<file path="src/sv/hms_window.sv">
// hms_window: last two columns of the 3x3 window and the nine-sample sum
// no package dependencies; instantiated by heightmap_smooth_3x3
`timescale 1ns / 1ps

module hms_window #(
  parameter int SB = 16
) (
  input  logic                 clk,
  input  logic                 rst_n,
  input  logic                 shift_en,
  input  logic signed [SB-1:0] top,
  input  logic signed [SB-1:0] mid,
  input  logic signed [SB-1:0] bot,
  output logic signed [SB+3:0] sum9,
  output logic signed [SB-1:0] cur
);

  localparam int SUM_W = SB + 4;

  logic signed [SB-1:0] win_r   [6];
  logic signed [SB-1:0] win_nxt [6];

  // shift the newest column in, the previous one moves back
  always_comb begin
    win_nxt[0] = top;
    win_nxt[1] = mid;
    win_nxt[2] = bot;
    win_nxt[3] = win_r[0];
    win_nxt[4] = win_r[1];
    win_nxt[5] = win_r[2];
  end

  always_ff @(posedge clk) begin
    if (!rst_n) begin
      for (int i = 0; i < 6; i++) begin
        win_r[i] <= '0;
      end
    end else if (shift_en) begin
      for (int i = 0; i < 6; i++) begin
        win_r[i] <= win_nxt[i];
      end
    end
  end

  // neighborhood sum, current pixel is the middle of the previous column
  assign sum9 = SUM_W'(top) + SUM_W'(mid) + SUM_W'(bot)
              + SUM_W'(win_r[0]) + SUM_W'(win_r[1]) + SUM_W'(win_r[2])
              + SUM_W'(win_r[3]) + SUM_W'(win_r[4]) + SUM_W'(win_r[5]);
  assign cur  = win_r[1];

endmodule

</file>
<file path="config.mk">
export PLATFORM = sky130hd
export DESIGN_NAME = hms_window
export DESIGN_NICKNAME = d
export VERILOG_FILES = /design/src/sv/hms_window.sv
export SDC_FILE = /design/constraint.sdc
export NUM_CORES = 1
export LEC_CHECK = 0
export ABC_AREA = 1
export BUFFER_PORTS_ARGS = -buffer_cell sky130_fd_sc_hd__buf_2
export CORE_MARGIN = 3
export CORE_UTILIZATION = 56
export DETAILED_ROUTE_END_ITERATION = 8
export GPL_TIMING_DRIVEN = 0
export PLACE_DENSITY_LB_ADDON = 0.25
export SLEW_MARGIN = 10
export SYNTH_ARGS = -nofsm -noshare
export SYNTH_HDL_FRONTEND = slang
export SYNTH_SLANG_ARGS = --single-unit
</file>
<file path="constraint.sdc">
create_clock -name clk -period 5.69 [get_ports clk]
set_input_delay 0.8535 -clock clk [delete_from_list [all_inputs] [get_ports clk]]
set_output_delay 0.8535 -clock clk [all_outputs]
set_load 0.05 [all_outputs]
</file>
==> metrics.md <==
| Metric | Value |
|---|---|
| Fillers | 990 |
| Cells after Synth | 734 |
| Reg-to-Reg End | win_r[4][14]$_SDFFCE_PN0P_ |
| Hpwl dp | 11500 µm |
| Final slew viol count | 0 |
| Register area share after synthesis | 0.383 |
| R2R depth | 2 |
| Largest Register | win_r |
| CTS root buffer | clkbuf_16 |
| Nature of the critical path startpoint | primary input |
| Fmax | 182 MHz |
| Port bufs | 86 |
| Mapped Area | 7520 µm² |
| TritonCTS Buffers | 9 |
| Least-Margin Pin Slew | 0.788 ns |
| Yosys warns | 0 |
| Req. time, crit path | 4.84 ns |
| Outcome | finished, final reports clean |
| Initial detailed-routing violation count | 212 |
| DRC violations left | 0 |
| Syn Nets | 920 |
| Yosys reg bits | 96 |
| Die area | 14900 µm² |
| Rel. slew slack | 0.474 |
| Die Wd | 122 µm |
| Synthesis-to-finish area growth | 13.7% |
| Clock buffer depth | 2 |
| Final hold vios | 0 |
| RSZ-0062 raised after global routing | no |
| First-pass GRT wire length | 24000 µm |
| Post-Route WL | 14600 µm |
| Sum Neg Setup Slack | 0 ns |
| Crit-path max FO | 4 |
| Max reg flops | 96 |
| Hold Path End | win_r[3][0]$_SDFFCE_PN0P_ |
| Share of cells above drive strength 1 | 0.166 |
| Gp weighted congestion | 0.838 |
| Nets@finish | 1018 |
| Max-cap violations | 0 |
| Layout Cells excl Fill | 1009 |
| Starting Density | 0.584 |
| Syn Area/Cell | 10.2 µm² |
| CORE AREA | 12900 µm² |
| Final setup skew | 0.00720 ns |
| Number of nets with antenna violations after routing | 0 |
| Hold Crit Depth | 2 |
| Via/cell ratio | 4.70 |
| FF-to-FF Start | win_r[1][14]$_SDFFCE_PN0P_ |
| CP Capture Type | output pin |
| HP Class | flop to flop |
| Antenna diode count | 0 |
| Top flop regs | win_r x96 |
| Via count | 4747 |
| Vert. Die Dim | 122 µm |
| Post-synthesis cell type count | 23 |
| R2r setup slk | 4.83 ns |
| Grt total ovfl | 0 |
| Worst Path Arrival | 4.64 ns |
| Fin crit share | 0.966 |
| IO Pins | 87 |
| Min-delay src | win_r[0][0]$_SDFFCE_PN0P_ |
| Vias in the first global route | 5167 |
| H-tree depth | 3 |
| Post-CTS Hold Fix Bufs | 0 |
| First-pass DRT Iterations | 4 |
| Mean routed wirelength per cell | 14.5 µm |
| Overall Global Routing Usage | 0.215 |
| Clock sink count | 96 |
| # setup viols final | 0 |
| Period minus WS final | 5.49 ns |
| Worst-Skew Late Latency | 0.36 ns |
| Std cell rows | 41 |
| Initial antenna violation count | 0 |
| Clock tree from TritonCTS | yes |
| Post-Place Cells | 993 |
| Crit Path Class | primary input to output pin |
| Largest net degree at the start of global routing | 53 |
| Clock slew at reported path FFs | 0.07 ns |
## routing by layer
metal	share of wire	up-vias	global-route usage
met1	0.42	2339	0.269
met3	0.041	14	0.0395
met2	0.52	86	0.383
met4	0.014	0	0.0637
li1	-	2308	-
met5	0	-	0
## placed cells by master, fill, tap and decap left out
master	instances
clkbuf_1	5
buf_4	17
buf_16	1
inv_1	238
nand2_2	5
ha_1	19
o21ai_1	1
inv_2	1
clkinv_2	4
fa_1	113
ha_2	1
and2_1	2
edfxtp_1	96
nand2_1	68
buf_2	89
bufinv_16	3
a21oi_1	16
fa_2	2
nand3_2	1
nand2_4	1
o21ai_0	5
nor2_2	3
clkbuf_4	1
nor3_1	2
clkbuf_16	9
xor2_1	7
nor2_1	112
o21bai_1	1
o21ai_2	1
nand3_1	11
xnor2_1	2
## how the worst max path moves through the flow
| stage | end | slack (ns) | start | cells past startpoint |
|---|---|---|---|---|
| floorplan | sum9[10] | 0.25 | top[2] | 13 |
| global placement | sum9[16] | 0.12 | top[2] | 18 |
| detailed placement | sum9[18] | 0.10 | top[2] | 18 |
| CTS | sum9[18] | 0.05 | top[2] | 18 |
| global route | sum9[14] | 0.04 | top[2] | 18 |
| finish | sum9[8] | 0.20 | top[2] | 15 |
## cells in the mapped netlist
master | n | share of area
inv_1 | 238 | 0.12
fa_1 | 115 | 0.31
nor2_1 | 112 | 0.056
edfxtp_1 | 96 | 0.38
nand2_1 | 69 | 0.034
ha_1 | 20 | 0.033
a21oi_1 | 16 | 0.011
buf_4 | 16 | 0.016
nand3_1 | 11 | 0.0073
xor2_1 | 7 | 0.0082
buf_2 | 5 | 0.0033
clkbuf_1 | 5 | 0.0025
nand2_2 | 5 | 0.0042
o21ai_0 | 5 | 0.0033
nor2_2 | 3 | 0.0025
and2_1 | 2 | 0.0017
nor3_1 | 2 | 0.0013
xnor2_1 | 2 | 0.0023
inv_2 | 1 | 0.00050
nand3_2 | 1 | 0.0013
o21ai_1 | 1 | 0.00067
o21ai_2 | 1 | 0.0012
o21bai_1 | 1 | 0.0010
## logic make-up (layout without fill, tap and decap cells)
group | after synthesis | count (layout) | share of synthesized area
flops | 96 | 96 | 0.383
simple gates | 205 | 205 | 0.109
fa+ha+maj | 135 | 135 | 0.339
compound gates | 24 | 24 | 0.0168
buf+inv | 265 | 368 | 0.141
xor+xnor | 9 | 9 | 0.0105
## per-stage QoR
step                worst slack [ns]  hold slack [ns]  area [µm²]   util
floorplan                      0.249            0.553        7520      -
detailed placement             0.101            0.593        8200  0.637
finish                         0.196            0.594        8550  0.664
CTS                           0.0544            0.607        8530  0.663
global route                  0.0425            0.649        8550  0.664
global placement               0.119            0.575        8160  0.634
## what timing repair did
item,in CTS,in global routing
resized for setup,0,6
setup endpoints to repair,0,5
setup buffers,0,0
## cell type report
| cell class | instances | area, µm² | share of cell area |
|---|---|---|---|
| clock inverter | 7 | 110 | 0.0129 |
| multi-input combinational | 373 | 3590 | 0.420 |
| tap | 172 | 215 | 0.0252 |
| clock buffer | 9 | 225 | 0.0264 |
| timing repair buffer | 87 | 463 | 0.0542 |
| sequential | 96 | 2880 | 0.337 |
| buffer | 26 | 164 | 0.0192 |
| inverter | 239 | 897 | 0.105 |
## worst max-delay path: stages
cell and delay (ns):
buf_2 0.11, fa_1 0.53, inv_1 0.05, fa_1 0.48, fa_1 0.52, fa_1 0.41, inv_1 0.10, ha_2 0.23
inv_1 0.07, fa_2 0.38, o21ai_2 0.18, nand2_1 0.07, nand2_1 0.12, xor2_1 0.24, buf_2 0.31
Power is not shown: default switching activity piles up to over one toggle a cycle in this logic, so the estimate is an artifact.
