[src/sv/hms_pkg.sv]
// hms_pkg: shared types and constants for the 3x3 height map smoothing block
// no dependencies; used by hms_blend, hms_out_seq and heightmap_smooth_3x3
`timescale 1ns / 1ps

package hms_pkg;

  // coordinate and configuration widths
  localparam int COL_W      = 10;
  localparam int ROW_W      = 12;
  localparam int CFG_IDX_W  = 2;
  localparam int CFG_DATA_W = 13;
  localparam int MAP_W_W    = 11;
  localparam int MAP_H_W    = 13;
  localparam int STR_W      = 9;

  // configuration register indexes
  localparam logic [CFG_IDX_W-1:0] CFG_MAP_WIDTH      = 2'd0;
  localparam logic [CFG_IDX_W-1:0] CFG_MAP_HEIGHT     = 2'd1;
  localparam logic [CFG_IDX_W-1:0] CFG_BLEND_STRENGTH = 2'd2;

  // configuration reset values and limits
  localparam logic [MAP_W_W-1:0] MAP_WIDTH_RST      = 11'd256;
  localparam logic [MAP_H_W-1:0] MAP_HEIGHT_RST     = 13'd256;
  localparam logic [STR_W-1:0]   BLEND_STRENGTH_RST = 9'd128;
  localparam logic [STR_W-1:0]   STRENGTH_ONE       = 9'd256;
  localparam logic [MAP_H_W-1:0] MAP_HEIGHT_MAX     = 13'd4096;
  localparam logic [12:0]        MAP_DIM_MIN        = 13'd3;

  // result slots of one item, in emission order
  localparam int SLOT_A = 0;  // interior or border pixel one row, one column back
  localparam int SLOT_B = 1;  // last column of the row above
  localparam int SLOT_C = 2;  // last row, passed through
  localparam int SLOTS  = 3;

  // per-item control that travels with the data down the pipeline
  typedef struct packed {
    logic [COL_W-1:0] col;
    logic [ROW_W-1:0] row;
    logic             emit_a;
    logic             interior;
    logic             emit_b;
    logic             emit_c;
    logic             done;
  } hms_ctrl_t;

endpackage

[src/sv/hms_blend.sv]
// hms_blend: three-stage blend of the current pixel toward the 3x3 average
// depends on hms_pkg for the control struct; instantiated by heightmap_smooth_3x3
`timescale 1ns / 1ps

module hms_blend #(
  parameter int SB = 16
) (
  input  logic                     clk,
  input  logic                     rst_n,
  input  logic                     in_valid,
  output logic                     in_ready,
  input  hms_pkg::hms_ctrl_t       in_ctrl,
  input  logic signed [SB+3:0]     in_sum9,
  input  logic signed [SB-1:0]     in_cur,
  input  logic signed [SB-1:0]     in_mid,
  input  logic signed [SB-1:0]     in_bot,
  input  logic [hms_pkg::STR_W-1:0] strength,
  output logic                     out_valid,
  input  logic                     out_ready,
  output hms_pkg::hms_ctrl_t       out_ctrl,
  output logic signed [SB-1:0]     out_res_a,
  output logic signed [SB-1:0]     out_mid,
  output logic signed [SB-1:0]     out_bot
);

  localparam int SUM_W = SB + 4;
  localparam int DIF_W = SB + 5;
  localparam int PRD_W = DIF_W + hms_pkg::STR_W + 1;
  localparam int U_W   = SB + 8;
  localparam int V_W   = U_W + 1;

  // offset that keeps the quotient input positive: 9 * K, K = 2^(SB+4)
  localparam logic [U_W-1:0] K_VAL    = {4'b0001, {(SB + 4){1'b0}}};
  localparam logic [U_W-1:0] U_OFF    = K_VAL * U_W'(9);
  localparam logic [U_W:0]   U_POW    = {1'b1, {U_W{1'b0}}};
  localparam logic [U_W-1:0] M_RECIP  = U_W'(U_POW / (U_W + 1)'(9));
  localparam logic [U_W-1:0] NINE     = U_W'(9);
  localparam logic signed [V_W-1:0] S_MAX = $signed({{(V_W - SB + 1){1'b0}}, {(SB - 1){1'b1}}});
  localparam logic signed [V_W-1:0] S_MIN = $signed({{(V_W - SB + 1){1'b1}}, {(SB - 1){1'b0}}});

  // stage registers
  logic                   v1_r, v2_r, v3_r;
  logic                   v1_nxt, v2_nxt, v3_nxt;
  logic                   rdy1, rdy2, rdy3;
  hms_pkg::hms_ctrl_t     ctrl1_r, ctrl2_r, ctrl3_r;
  logic signed [SUM_W-1:0] sum1_r;
  logic signed [SB-1:0]   cur1_r, cur2_r, cur3_r;
  logic signed [SB-1:0]   mid1_r, mid2_r, mid3_r;
  logic signed [SB-1:0]   bot1_r, bot2_r, bot3_r;
  logic signed [PRD_W-1:0] prod2_r, prod2_nxt;
  logic [U_W-1:0]         u3_r, u3_nxt;
  logic [U_W-1:0]         qhi3_r, qhi3_nxt;

  logic signed [DIF_W-1:0] diff;
  logic signed [PRD_W-1:0] ysh;
  logic [2*U_W-1:0]       qm;
  logic [U_W-1:0]         nine_q;
  logic [U_W-1:0]         rem;
  logic [U_W-1:0]         q;
  logic signed [V_W-1:0]  delta;
  logic signed [V_W-1:0]  val_w;
  logic signed [SB-1:0]   val;

  // stall chain: a stage loads when it is empty or its content moves on
  assign rdy3     = !v3_r || out_ready;
  assign rdy2     = !v2_r || rdy3;
  assign rdy1     = !v1_r || rdy2;
  assign in_ready = rdy1;

  assign v1_nxt = rdy1 ? in_valid : v1_r;
  assign v2_nxt = rdy2 ? v1_r     : v2_r;
  assign v3_nxt = rdy3 ? v2_r     : v3_r;

  always_ff @(posedge clk) begin
    if (!rst_n) begin
      v1_r <= 1'b0;
      v2_r <= 1'b0;
      v3_r <= 1'b0;
    end else begin
      v1_r <= v1_nxt;
      v2_r <= v2_nxt;
      v3_r <= v3_nxt;
    end
  end

  // stage 2 math: (sum9 - 9*cur) * strength
  assign diff      = DIF_W'(sum1_r) - ((DIF_W'(cur1_r) <<< 3) + DIF_W'(cur1_r));
  assign prod2_nxt = diff * $signed({1'b0, strength});

  // stage 3 math: floor by 256, shift positive, reciprocal multiply by 1/9
  assign ysh      = prod2_r >>> 8;
  assign u3_nxt   = U_W'(ysh) + U_OFF;
  assign qm       = (2 * U_W)'(u3_nxt) * (2 * U_W)'(M_RECIP);
  assign qhi3_nxt = qm[2*U_W-1:U_W];

  // output math: correct the quotient estimate, remove the offset, add to cur
  assign nine_q = U_W'({qhi3_r, 3'b000}) + qhi3_r;
  assign rem    = u3_r - nine_q;
  assign q      = qhi3_r + U_W'(rem >= NINE);
  assign delta  = $signed({1'b0, q}) - $signed({1'b0, K_VAL});
  assign val_w  = V_W'(cur3_r) + delta;

  always_comb begin
    if (val_w > S_MAX) begin
      val = SB'(S_MAX);
    end else if (val_w < S_MIN) begin
      val = SB'(S_MIN);
    end else begin
      val = SB'(val_w);
    end
  end

  // payload stages
  always_ff @(posedge clk) begin
    if (rdy1) begin
      ctrl1_r <= in_ctrl;
      sum1_r  <= in_sum9;
      cur1_r  <= in_cur;
      mid1_r  <= in_mid;
      bot1_r  <= in_bot;
    end
    if (rdy2) begin
      ctrl2_r <= ctrl1_r;
      prod2_r <= prod2_nxt;
      cur2_r  <= cur1_r;
      mid2_r  <= mid1_r;
      bot2_r  <= bot1_r;
    end
    if (rdy3) begin
      ctrl3_r <= ctrl2_r;
      u3_r    <= u3_nxt;
      qhi3_r  <= qhi3_nxt;
      cur3_r  <= cur2_r;
      mid3_r  <= mid2_r;
      bot3_r  <= bot2_r;
    end
  end

  assign out_valid = v3_r;
  assign out_ctrl  = ctrl3_r;
  assign out_res_a = ctrl3_r.interior ? val : cur3_r;
  assign out_mid   = mid3_r;
  assign out_bot   = bot3_r;

endmodule

[config.mk]
export PLATFORM = sky130hd
export DESIGN_NAME = hms_blend
export DESIGN_NICKNAME = d
export VERILOG_FILES = /design/src/sv/hms_pkg.sv /design/src/sv/hms_blend.sv
export SDC_FILE = /design/constraint.sdc
export NUM_CORES = 1
export LEC_CHECK = 0
export ABC_AREA = 1
export BUFFER_PORTS_ARGS = -buffer_cell sky130_fd_sc_hd__buf_2
export CAP_MARGIN = 20
export CELL_PAD_IN_SITES_DETAIL_PLACEMENT = 1
export CELL_PAD_IN_SITES_GLOBAL_PLACEMENT = 1
export CORE_MARGIN = 1.5
export CORE_UTILIZATION = 29
export DETAILED_ROUTE_END_ITERATION = 8
export GPL_TIMING_DRIVEN = 1
export HOLD_SLACK_MARGIN = 0.12
export MAX_ROUTING_LAYER = met4
export PLACE_DENSITY = 0.65
export SYNTH_ARGS = -nofsm -noshare
export SYNTH_HDL_FRONTEND = slang
export SYNTH_SLANG_ARGS = --single-unit
[constraint.sdc]
create_clock -name clk -period 8.5 [get_ports clk]
set_input_delay 1.7 -clock clk [delete_from_list [all_inputs] [get_ports clk]]
set_output_delay 1.7 -clock clk [all_outputs]
set_load 0.005 [all_outputs]
==> flow_metrics.tcl <==
set metrics [dict create \
    cp-end-kind "output pin" \
    synth_area_leaders "edfxtp_1 32%, fa_1 22%, ha_1 14%" \
    clock-sinks 316 \
    run_status "completed" \
    slew_violations 0 \
    clock_path_buffers 3 \
    num_rows 116 \
    vias 21300 \
    die_x_um 320 \
    clockRootBuffer "clkbuf_16" \
    critPathRequiredTime_ns 6.80 \
    ys_top_cells_by_count "593 x inv_1, 491 x nand2_1, 325 x ha_1" \
    synthCells 2983 \
    antenna_found_initial 14 \
    wl_per_cell_um 19.3 \
    yosys_warnings 0 \
    synth.most_common_cell "inv_1" \
    viasPerCell 4.65 \
    period_share 0.960 \
    fin_skew_ns 0.0245 \
    start_util 0.292 \
    rrSetupSlack_ns 0.49 \
    synth_cell_types 50 \
    synth-seq-cells 316 \
    syn_area_per_cell_um2 9.76 \
    synth_flop_cell "edfxtp_1" \
    startpoint "qhi3_r[4]" \
    drv_cap 0 \
    path_common_cell "nand2_1" \
    max_stage_delay_ns 0.53 \
    synth_area_leader_cell "edfxtp_1" \
    critical_path_class "reg2out" \
    drc_errors 0 \
    final_nets 3998 \
    cts_tree "done" \
    worstHoldStart "ctrl1_r[26]" \
    io_buffer_count 184 \
    track_usage 0.174 \
    dp_hpwl_um 74300 \
    arrival_ns 6.46 \
    grt_pass1_vias 22800 \
    grt_overflow 0 \
    drt_iter0_drc 1056 \
    cp_max_fo 8 \
    worst_slack_ns 0.338 \
    dieArea_um2 102000 \
    synth_enable_flop_cells 313 \
    clk_pin_slew_ns 0.06 \
    grt_max_degree 75 \
    cts_hold_buf 0 \
    fmax_mhz 123 \
    startpoint_type "register" \
    rr_startpoint "cur1_r[15]" \
    tns_ns 0 \
    grt_pass1_wl_um 133000 \
    async_flop_share 0 \
    syn2layout_area_growth_pct 16.6 \
    rsz0062_at_grt "true" \
    nFillCells 11500 \
    drt_pre_antenna_iters 5 \
    synth.yosys.seq_area_share 0.325 \
    postRouteAntennaNets 0 \
    clk_latency_ns 0.56 \
    syn_area_um2 29100 \
    drive_above_1_share 0.150 \
    hold_path.class "reg2reg" \
    tightestPinTransition_ns 1.02 \
    setup_viol 0 \
    ios 185 \
    cts_buffers 35 \
    finalHoldViolations 0 \
    synth_nets 3739 \
    slew_headroom 0.323 \
    cp_slowest_cell "fa_1" \
    netlist.area_leader.share 0.323 \
    period_needed_ns 8.16 \
    dp_slack_ns 0.213 \
    htree_levels 2 \
    core_area_um2 99900 \
    wl_um 88200 \
    die_y_um 320 \
    finalWeightedCongestion 0.908 \
]
## routing by layer
layer  share of wire  global-route usage
met5               0                   -
met2            0.50               0.296
met3           0.031              0.0156
met1            0.45               0.223
met4           0.021              0.0433
## sequential cells by signal, summed over array words and instances (netlist names)
register / count
bot1_r: 16
bot2_r: 16
ctrl1_r: 27
ctrl2_r: 27
cur1_r: 16
cur2_r: 16
cur3_r: 16
mid1_r: 16
mid2_r: 16
out_bot: 16
out_ctrl: 27
out_mid: 16
out_valid: 1
prod2_r: 23
qhi3_r: 21
sum1_r: 20
u3_r: 24
v1_r: 1
v2_r: 1
## worst max-delay path, delay by kind of cell (launching register included)
| kind | cells | cell delay, ns |
|---|---|---|
| flops | 1 | 0.40 |
| fa+ha+maj | 4 | 1.34 |
| buf+inv | 7 | 0.90 |
| simple gates | 20 | 1.92 |
| xor+xnor | 1 | 0.19 |
| compound gates | 7 | 1.17 |
## layout by cell type, fill, tap and decap left out, types with 12 or more instances in the layout
cell type / n
inv_1: 570
nand2_1: 455
fa_1: 321
edfxtp_1: 313
ha_1: 299
nor2_1: 248
buf_2: 184
a21oi_1: 139
nand3_1: 84
o21ai_0: 76
xor2_1: 71
buf_4: 55
nand2_2: 37
xnor2_1: 35
clkbuf_16: 35
nand4_1: 30
inv_2: 26
nor2_2: 20
a21oi_2: 19
nor3_1: 18
ha_4: 18
or2_2: 16
o21bai_1: 15
o21a_1: 12
## kinds of logic (layout without fill, tap and decap cells)
group | after synthesis | after routing | share of synthesized area
buf+inv | 623 | 906 | 0.0810
compound gates | 325 | 325 | 0.0628
other cells | 0 | 9 | 0
xor+xnor | 109 | 109 | 0.0330
fa+ha+maj | 648 | 648 | 0.362
flops | 316 | 316 | 0.325
simple gates | 962 | 964 | 0.137
## layout make-up
cell class | instances | area [um2] | share of cell area
Multi-Input combinational cell | 2046 | 18100 | 0.533
Clock inverter | 19 | 221 | 0.00652
Inverter | 603 | 2270 | 0.0669
Clock buffer | 44 | 910 | 0.0268
Timing Repair Buffer | 240 | 1350 | 0.0396
Tap cell | 1298 | 1620 | 0.0478
Sequential cell | 316 | 9460 | 0.279
Antenna cell | 9 | 22.5 | 0.000663
## stage by stage
step                cell area (um2)  hold WS (ns)  std cells  utilization
global placement              31800         0.400       4469        0.318
CTS                           33100         0.400       4538        0.331
global route                  33900         0.412       4571        0.340
detailed placement            31800         0.405       4469        0.318
finish                        34000         0.399       4575        0.340
floorplan                     29100         0.400       2983            -
## path summary, 6_finish.rpt
path                        to  depth (start not counted)
setup / recovery  out_res_a[4]                         39
hold / removal     ctrl2_r[26]                          0
setup reg to reg   prod2_r[28]                         27
hold reg to reg    ctrl2_r[26]                          0
## what timing repair did
action / CTS / global route
endpoints found under the setup margin: 16 / 20
cloned: 1 / 1
pin swaps: 4 / 64
buffers inserted: 5 / 27
gates resized for setup: 33 / 163
Power is left out: the tool's default activity adds up to more than one toggle a clock period on the data nets, which glitch-free logic cannot reach.
