### config.mk
export PLATFORM = sky130hd
export DESIGN_NAME = hms_out_seq
export DESIGN_NICKNAME = d
export VERILOG_FILES = /design/src/sv/hms_pkg.sv /design/src/sv/hms_out_seq.sv
export SDC_FILE = /design/constraint.sdc
export NUM_CORES = 1
export LEC_CHECK = 0
export BUFFER_PORTS_ARGS = -buffer_cell sky130_fd_sc_hd__buf_2
export CAP_MARGIN = 20
export CORE_MARGIN = 2
export CORE_UTILIZATION = 52
export CTS_CLUSTER_DIAMETER = 120
export CTS_CLUSTER_SIZE = 25
export DETAILED_ROUTE_END_ITERATION = 10
export PLACE_DENSITY_LB_ADDON = 0.3
export SYNTH_ARGS = -nofsm -noshare
export SYNTH_HDL_FRONTEND = slang
export SYNTH_SLANG_ARGS = --single-unit
export TNS_END_PERCENT = 100
### constraint.sdc
create_clock -name clk -period 7.5 [get_ports clk]
set_input_delay 2.25 -clock clk [delete_from_list [all_inputs] [get_ports clk]]
set_output_delay 2.25 -clock clk [all_outputs]
set_load 0.02 [all_outputs]
### src/sv/hms_pkg.sv
// hms_pkg: shared types and constants for the 3x3 height map smoothing block
// no dependencies; used by hms_blend, hms_out_seq and heightmap_smooth_3x3
`timescale 1ns / 1ps

package hms_pkg;

  // coordinate and configuration widths
  localparam int COL_W      = 10;
  localparam int ROW_W      = 12;
  localparam int CFG_IDX_W  = 2;
  localparam int CFG_DATA_W = 13;
  localparam int MAP_W_W    = 11;
  localparam int MAP_H_W    = 13;
  localparam int STR_W      = 9;

  // configuration register indexes
  localparam logic [CFG_IDX_W-1:0] CFG_MAP_WIDTH      = 2'd0;
  localparam logic [CFG_IDX_W-1:0] CFG_MAP_HEIGHT     = 2'd1;
  localparam logic [CFG_IDX_W-1:0] CFG_BLEND_STRENGTH = 2'd2;

  // configuration reset values and limits
  localparam logic [MAP_W_W-1:0] MAP_WIDTH_RST      = 11'd256;
  localparam logic [MAP_H_W-1:0] MAP_HEIGHT_RST     = 13'd256;
  localparam logic [STR_W-1:0]   BLEND_STRENGTH_RST = 9'd128;
  localparam logic [STR_W-1:0]   STRENGTH_ONE       = 9'd256;
  localparam logic [MAP_H_W-1:0] MAP_HEIGHT_MAX     = 13'd4096;
  localparam logic [12:0]        MAP_DIM_MIN        = 13'd3;

  // result slots of one item, in emission order
  localparam int SLOT_A = 0;  // interior or border pixel one row, one column back
  localparam int SLOT_B = 1;  // last column of the row above
  localparam int SLOT_C = 2;  // last row, passed through
  localparam int SLOTS  = 3;

  // per-item control that travels with the data down the pipeline
  typedef struct packed {
    logic [COL_W-1:0] col;
    logic [ROW_W-1:0] row;
    logic             emit_a;
    logic             interior;
    logic             emit_b;
    logic             emit_c;
    logic             done;
  } hms_ctrl_t;

endpackage

### src/sv/hms_out_seq.sv
// hms_out_seq: holds the up to three results of one item and sends them in order
// depends on hms_pkg for the control struct and slot codes
`timescale 1ns / 1ps

module hms_out_seq #(
  parameter int SB = 16
) (
  input  logic                          clk,
  input  logic                          rst_n,
  input  logic                          in_valid,
  output logic                          in_ready,
  input  hms_pkg::hms_ctrl_t            in_ctrl,
  input  logic signed [SB-1:0]          in_res_a,
  input  logic signed [SB-1:0]          in_mid,
  input  logic signed [SB-1:0]          in_bot,
  output logic                          out_valid,
  input  logic                          out_ready,
  output logic [hms_pkg::COL_W-1:0]     out_col,
  output logic [hms_pkg::ROW_W-1:0]     out_row,
  output logic signed [SB-1:0]          out_height,
  output logic                          out_last,
  output logic                          out_done
);

  logic [hms_pkg::SLOTS-1:0] pend_r, pend_nxt;
  logic [hms_pkg::SLOTS-1:0] sel;
  logic [hms_pkg::SLOTS-1:0] rest;
  hms_pkg::hms_ctrl_t        ctrl_r;
  logic signed [SB-1:0]      res_a_r, mid_r, bot_r;
  logic                      take;
  logic                      load;

  // lowest pending slot goes first
  assign sel  = pend_r & (~pend_r + 3'b001);
  assign rest = pend_r & ~sel;
  assign take = out_valid && out_ready;

  // a new item enters when the bundle is empty or its final result leaves
  assign in_ready = (pend_r == '0) || (take && (rest == '0));
  assign load     = in_valid && in_ready;

  always_comb begin
    pend_nxt = pend_r;
    if (load) begin
      pend_nxt[hms_pkg::SLOT_A] = in_ctrl.emit_a;
      pend_nxt[hms_pkg::SLOT_B] = in_ctrl.emit_b;
      pend_nxt[hms_pkg::SLOT_C] = in_ctrl.emit_c;
    end else if (take) begin
      pend_nxt = rest;
    end
  end

  always_ff @(posedge clk) begin
    if (!rst_n) begin
      pend_r <= '0;
    end else begin
      pend_r <= pend_nxt;
    end
  end

  always_ff @(posedge clk) begin
    if (load) begin
      ctrl_r  <= in_ctrl;
      res_a_r <= in_res_a;
      mid_r   <= in_mid;
      bot_r   <= in_bot;
    end
  end

  // result fields of the selected slot
  always_comb begin
    out_done = 1'b0;
    if (sel[hms_pkg::SLOT_A]) begin
      out_col    = ctrl_r.col - 1'b1;
      out_row    = ctrl_r.row - 1'b1;
      out_height = res_a_r;
    end else if (sel[hms_pkg::SLOT_B]) begin
      out_col    = ctrl_r.col;
      out_row    = ctrl_r.row - 1'b1;
      out_height = mid_r;
    end else begin
      out_col    = ctrl_r.col;
      out_row    = ctrl_r.row;
      out_height = bot_r;
      out_done   = ctrl_r.done;
    end
  end

  assign out_valid = (pend_r != '0);
  assign out_last  = (rest == '0);

endmodule

==> impl_metrics.py, run 1 <==
metrics = {
    "place": {
        "portBuffers": 119,
        "dp_slack_ns": 2.18,
        "hpwl_um": 4050,
        "place_congestion": 0.725,
    },
    "worst_setup_path": {
        "r2r_setup_slack_ns": 4.69,
        "cp.arrival_ns": 3.07,
        "start_kind": "input port",
        "critPathRequiredTime_ns": 5.25,
        "worst-setup-path-type": "input port to output port",
        "crit_path_max_fanout": 7,
        "endpoint_kind": "output port",
    },
    "sta": {
        "skew_ns": 0.00510,
        "min_period_ns": 5.32,
        "timing.setup.tns_ns": 0,
        "finalMaxSlewViolations": 0,
        "slew_headroom_pct": 55.1,
        "fmax_mhz": 188,
        "fin_crit_sh_pct": 71.0,
        "finalSetupViolCount": 0,
        "worst_slack_ns": 2.18,
        "tightest_slew_ns": 0.672,
        "hold_viol": 0,
        "rsz0062_at_grt": "false",
    },
    "cts": {
        "cts-root-buf": "clkbuf_8",
        "clk_latency_ns": 0.34,
        "cts_resized": 0,
        "clk_pin_slew_ns": 0.07,
        "clockBufferDepth": 2,
        "cts_setup_buffers": 0,
        "tritoncts": "built",
        "h-tree-depth": 3,
        "cts_hold_buffers": 0,
        "cts.sinks": 74,
        "numCtsBuffers": 9,
    },
    "synth": {
        "netlist.area_leader.share_pct": 69.8,
        "synth_edf_count": 71,
        "synth-warning-count": 0,
        "synth_area_leaders": "edfxtp_1 (70%), mux2i_1 (5.2%), nand2_1 (3.1%)",
        "muxShareOfSynthArea_pct": 5.24,
        "synth-main-ff-cell": "edfxtp_1",
        "syn_nets": 290,
        "synthAdderAreaFrac_pct": 0.819,
        "synth_top_family_by_area": "simple AND/OR/NAND/NOR gates",
        "synth_area_per_cell_um2": 14.6,
        "synth_cells": 209,
        "yosys.area_share.simple_pct": 10.2,
        "ys_ff_latch": 74,
        "synth_area_leader_cell": "edfxtp_1",
        "netlist_area_um2": 3060,
        "synthArstFlopShare_pct": 0,
        "synth_compound_area_share_pct": 4.87,
        "synthTopCellsByCount": "edfxtp_1 (71), nand2_1 (25), o21ai_0 (17)",
        "synth_xor_area_share_pct": 5.44,
        "yosysMostFrequentCell": "edfxtp_1",
        "synth.distinct_cells": 34,
        "synth_seq_area_share_pct": 71.7,
    },
    "drt": {
        "vias_per_cell": 4.96,
        "drc": 0,
        "vias": 2039,
        "ant_nets": 0,
        "first_iter_violations": 70,
        "wl_per_cell_um": 13.8,
        "drt_pass1_iterations": 4,
        "routed_wirelength_um": 5690,
    },
    "grt": {
        "grt_usage_pct": 18.7,
        "grt_use_met1_pct": 22.1,
        "grtUsageMet3_pct": 7.64,
        "grt-busiest-layer": "met2",
        "grt_pass1_wl_um": 8890,
        "grt_util_met2_pct": 30.6,
        "grt_max_degree": 40,
        "antenna_found_initial": 0,
        "gr-total-overflow": 0,
        "grt_pass1_vias": 2011,
    },
    "floorplan": {
        "row_count": 27,
        "core_area_um2": 5610,
        "pin_count": 121,
        "die-area_um2": 6510,
        "die_x_um": 80.7,
        "die_h_um": 80.7,
        "start_util_pct": 54.5,
    },
    "finish": {
        "layout-drive-gt1-share_pct": 41.6,
        "synthToLayoutAreaGrowth_pct": 28.9,
        "nNetsFinal": 415,
        "antenna_cells": 0,
        "fillerInstances": 395,
    },
    "power": {
        "max-vdd-ir-drop_mv": 0.167,
        "p_leak_nw": 1.60,
        "power_density_nw_per_um2": 242,
    },
    "worst_hold_path": {
        "hp-class": "register to register",
    },
    "job": {
        "maxCapViolCount": 0,
    },
    "run_status": {
        "status": "complete, no violations",
    },
}
-- routing by layer --
metal / share of wire, % / vias up
li1: - / 1023
met1: 40 / 919
met2: 49 / 89
met3: 8.8 / 8
met4: 1.5 / 0
met5: 0 / -
-- cell families after synthesis --
family                   after synthesis
AO/OA/AOI/OAI                         27
XOR/XNOR                              19
adder cells (fa/ha/maj)                2
buffers and inverters                 13
flip-flops                            74
multiplexers                          16
AND/OR/NAND/NOR                       58
-- critical path, stage by stage --
cell	delay, ns
buf_2	0.13
or3b_1	0.35
o311ai_1	0.11
buf_2	0.24
-- registers in the layout, summed over array words and instances (netlist names) --
name and flops:
ctrl_r 23, mid_r 16, res_a_r 16, pend_r 3
bot_r 16
-- worst paths after layout --
check        startpoint        end  depth (start not counted)
max           out_ready   in_ready                          4
max reg2reg   pend_r[0]   mid_r[0]                          6
min reg2reg   pend_r[2]  pend_r[2]                          1
min           pend_r[2]  pend_r[2]                          1
-- cell usage in the layout, fill, tap and decap left out, drive strengths merged, types with 2 or more instances in the layout --
master  count
mux2i      16
nand2      25
dfxtp       3
nor2        6
o21ai      20
xor2       10
ha          2
xnor2       9
or3b        3
nor4        2
nor4b       3
inv         5
a21oi       3
edfxtp     71
nand3       2
clkinv      3
bufinv      2
buf       122
clkbuf     10
or3         4
nor3        5
-- report_power, final --
group	switching [mW]	total (mW)	internal (mW)
Sequential	0.0138	0.503	0.489
Clock	0.138	0.323	0.185
Combinational	0.0800	0.130	0.0504
-- cell type report --
class	count	area (um2)	area share, %
Sequential cell	74	2190	55.6
Clock buffer	10	128	3.24
Timing Repair Buffer	122	618	15.7
Clock inverter	6	81.3	2.06
Multi-Input combinational cell	122	813	20.6
Inverter	5	18.8	0.476
Tap cell	72	90.1	2.29
-- stage by stage --
stage	instances	hold WS, ns	util, %	power (mW)	instance area (um2)
2_1_floorplan	209	0.518	-	0.588	3060
3_3_place_gp	395	0.560	66.6	0.639	3730
3_5_place_dp	395	0.585	66.6	0.643	3730
4_1_cts	411	0.603	70.3	0.964	3940
5_1_grt	411	0.637	70.3	0.995	3940
6_report	411	0.595	70.3	0.956	3940
Power figures use the tool's default switching activity.
==> run 2: changes to the inputs <==
Settings changed: CORE_UTILIZATION 52 to 48.
Clock period 7.5 ns to 5.45 ns, I/O delays scaled along.
==> run 2 against run 1 <==
Sequential share of layout area shrank 0.19 points. Critical path depth is 1 higher. Flip-flop and latch count did not move. Routed wire length down 5.5%. Setup slack worse by 1.0 ns. Largest cell class unchanged. Clock-buffer cell count is the same. Global-route usage is 2.5 points lower.
==> impl_metrics.py, run 2 (synthesized netlist as in run 1, its figures left out) <==
metrics = {
    "grt": {
        "grt_usage_pct": 16.2,
        "grt_pass1_wl_um": 8650,
        "grt_pass1_vias": 1927,
        "grt_max_degree": 72,
        "gr-total-overflow": 0,
        "antenna_found_initial": 0,
    },
    "cts": {
        "clk_latency_ns": 0.33,
        "cts.sinks": 74,
        "h-tree-depth": 3,
        "cts_setup_buffers": 0,
        "clockBufferDepth": 2,
        "cts-root-buf": "clkbuf_8",
        "cts_hold_buffers": 0,
        "numCtsBuffers": 9,
        "clk_pin_slew_ns": 0.07,
        "cts_resized": 0,
        "tritoncts": "built",
    },
    "drt": {
        "drt_pass1_iterations": 4,
        "first_iter_violations": 103,
        "drc": 0,
        "ant_nets": 0,
        "wl_per_cell_um": 12.9,
        "vias": 2021,
        "routed_wirelength_um": 5380,
        "vias_per_cell": 4.86,
    },
    "worst_setup_path": {
        "crit_path_max_fanout": 21,
        "critPathRequiredTime_ns": 3.82,
        "worst-setup-path-type": "register to output port",
        "start_kind": "register",
        "endpoint_kind": "output port",
        "cp.arrival_ns": 2.68,
    },
    "place": {
        "dp_slack_ns": 1.34,
        "placed_cell_area_um2": 3740,
        "hpwl_um": 3760,
        "portBuffers": 119,
        "place_congestion": 0.732,
    },
    "floorplan": {
        "die_h_um": 83.8,
        "pin_count": 121,
        "start_util_pct": 49.0,
        "die_x_um": 83.8,
        "core_area_um2": 6240,
        "die-area_um2": 7020,
        "row_count": 29,
    },
    "finish": {
        "fillerInstances": 492,
        "nNetsFinal": 415,
        "top_register": "ctrl_r",
        "fin_area_um2": 3960,
        "synthToLayoutAreaGrowth_pct": 29.4,
        "layout-drive-gt1-share_pct": 41.6,
        "layout_common_cells": "buf_2 (119), edfxtp_1 (71), nand2_1 (25)",
        "largest_reg_flops": 23,
        "layout_commonest_cell": "buf_2",
        "antenna_cells": 0,
    },
    "power": {
        "max-vdd-ir-drop_mv": 0.209,
        "power_density_nw_per_um2": 335,
        "totalPowerFinal_mw": 1.32,
        "p_leak_nw": 1.60,
    },
    "sta": {
        "tightest_slew_ns": 0.848,
        "rsz0062_at_grt": "false",
        "fin_crit_sh_pct": 79.2,
        "slew_headroom_pct": 43.4,
        "fmax_mhz": 232,
        "finalMaxSlewViolations": 0,
        "worst_slack_ns": 1.13,
        "timing.setup.tns_ns": 0,
        "skew_ns": 0.00575,
        "hold_viol": 0,
        "finalSetupViolCount": 0,
        "min_period_ns": 4.32,
    },
    "job": {
        "maxCapViolCount": 0,
    },
    "run_status": {
        "status": "complete, no violations",
    },
    "worst_hold_path": {
        "hp-class": "register to register",
    },
}
## run 2: cell count changes in the layout (fill, tap and decap cells not counted)
cell | previous run | this run
clkinv_2 | 2 | 0
inv_6 | 0 | 2
## run 2: final timing paths
path                                 from         end  slack (ns)  depth (start not counted)
worst max register to register  pend_r[0]   mid_r[11]        2.78                          6
worst min-delay path            pend_r[2]   pend_r[2]        0.58                          1
worst max-delay path            pend_r[0]  out_col[9]        1.13                          5
worst min register to register  pend_r[2]   pend_r[2]        0.58                          1
## run 2: critical path: stages (launching register included)
cell     delay, ns
dfxtp_1       0.77
or4b_1        0.55
nor4_1        0.30
nor4b_1       0.33
xor2_1        0.20
buf_2         0.19
## run 2: final cells by class
cell class / count / area [um2] / area share, %
clock buffers: 10 / 128 / 3.23
inverters: 5 / 18.8 / 0.475
multi-input cells: 122 / 813 / 20.6
clock inverters: 6 / 88.8 / 2.25
repair buffers: 122 / 618 / 15.6
flip-flops and latches: 74 / 2190 / 55.4
well taps: 77 / 96.3 / 2.44
## run 2: metal layers
layer,vias up,GRT usage (%),share of wire [%]
li1,1027,-,-
met1,912,20.4,44
met2,75,25.6,49
met3,7,5.14,6.6
met4,0,7.48,1.1
met5,-,0,0
## run 2: stage by stage
stage / hold WS, ns / utilization [%] / instances
6_report: 0.581 / 63.4 / 416
5_1_grt: 0.640 / 63.4 / 416
4_1_cts: 0.578 / 63.4 / 416
3_5_place_dp: 0.561 / 59.9 / 400
3_3_place_gp: 0.564 / 59.9 / 400
2_1_floorplan: 0.518 / - / 209
## run 2: power by group
group | leakage, nW | internal [mW] | switching [mW]
Sequential | 0.713 | 0.673 | 0.0196
Clock | 0.105 | 0.260 | 0.193
Combinational | 0.783 | 0.0693 | 0.109
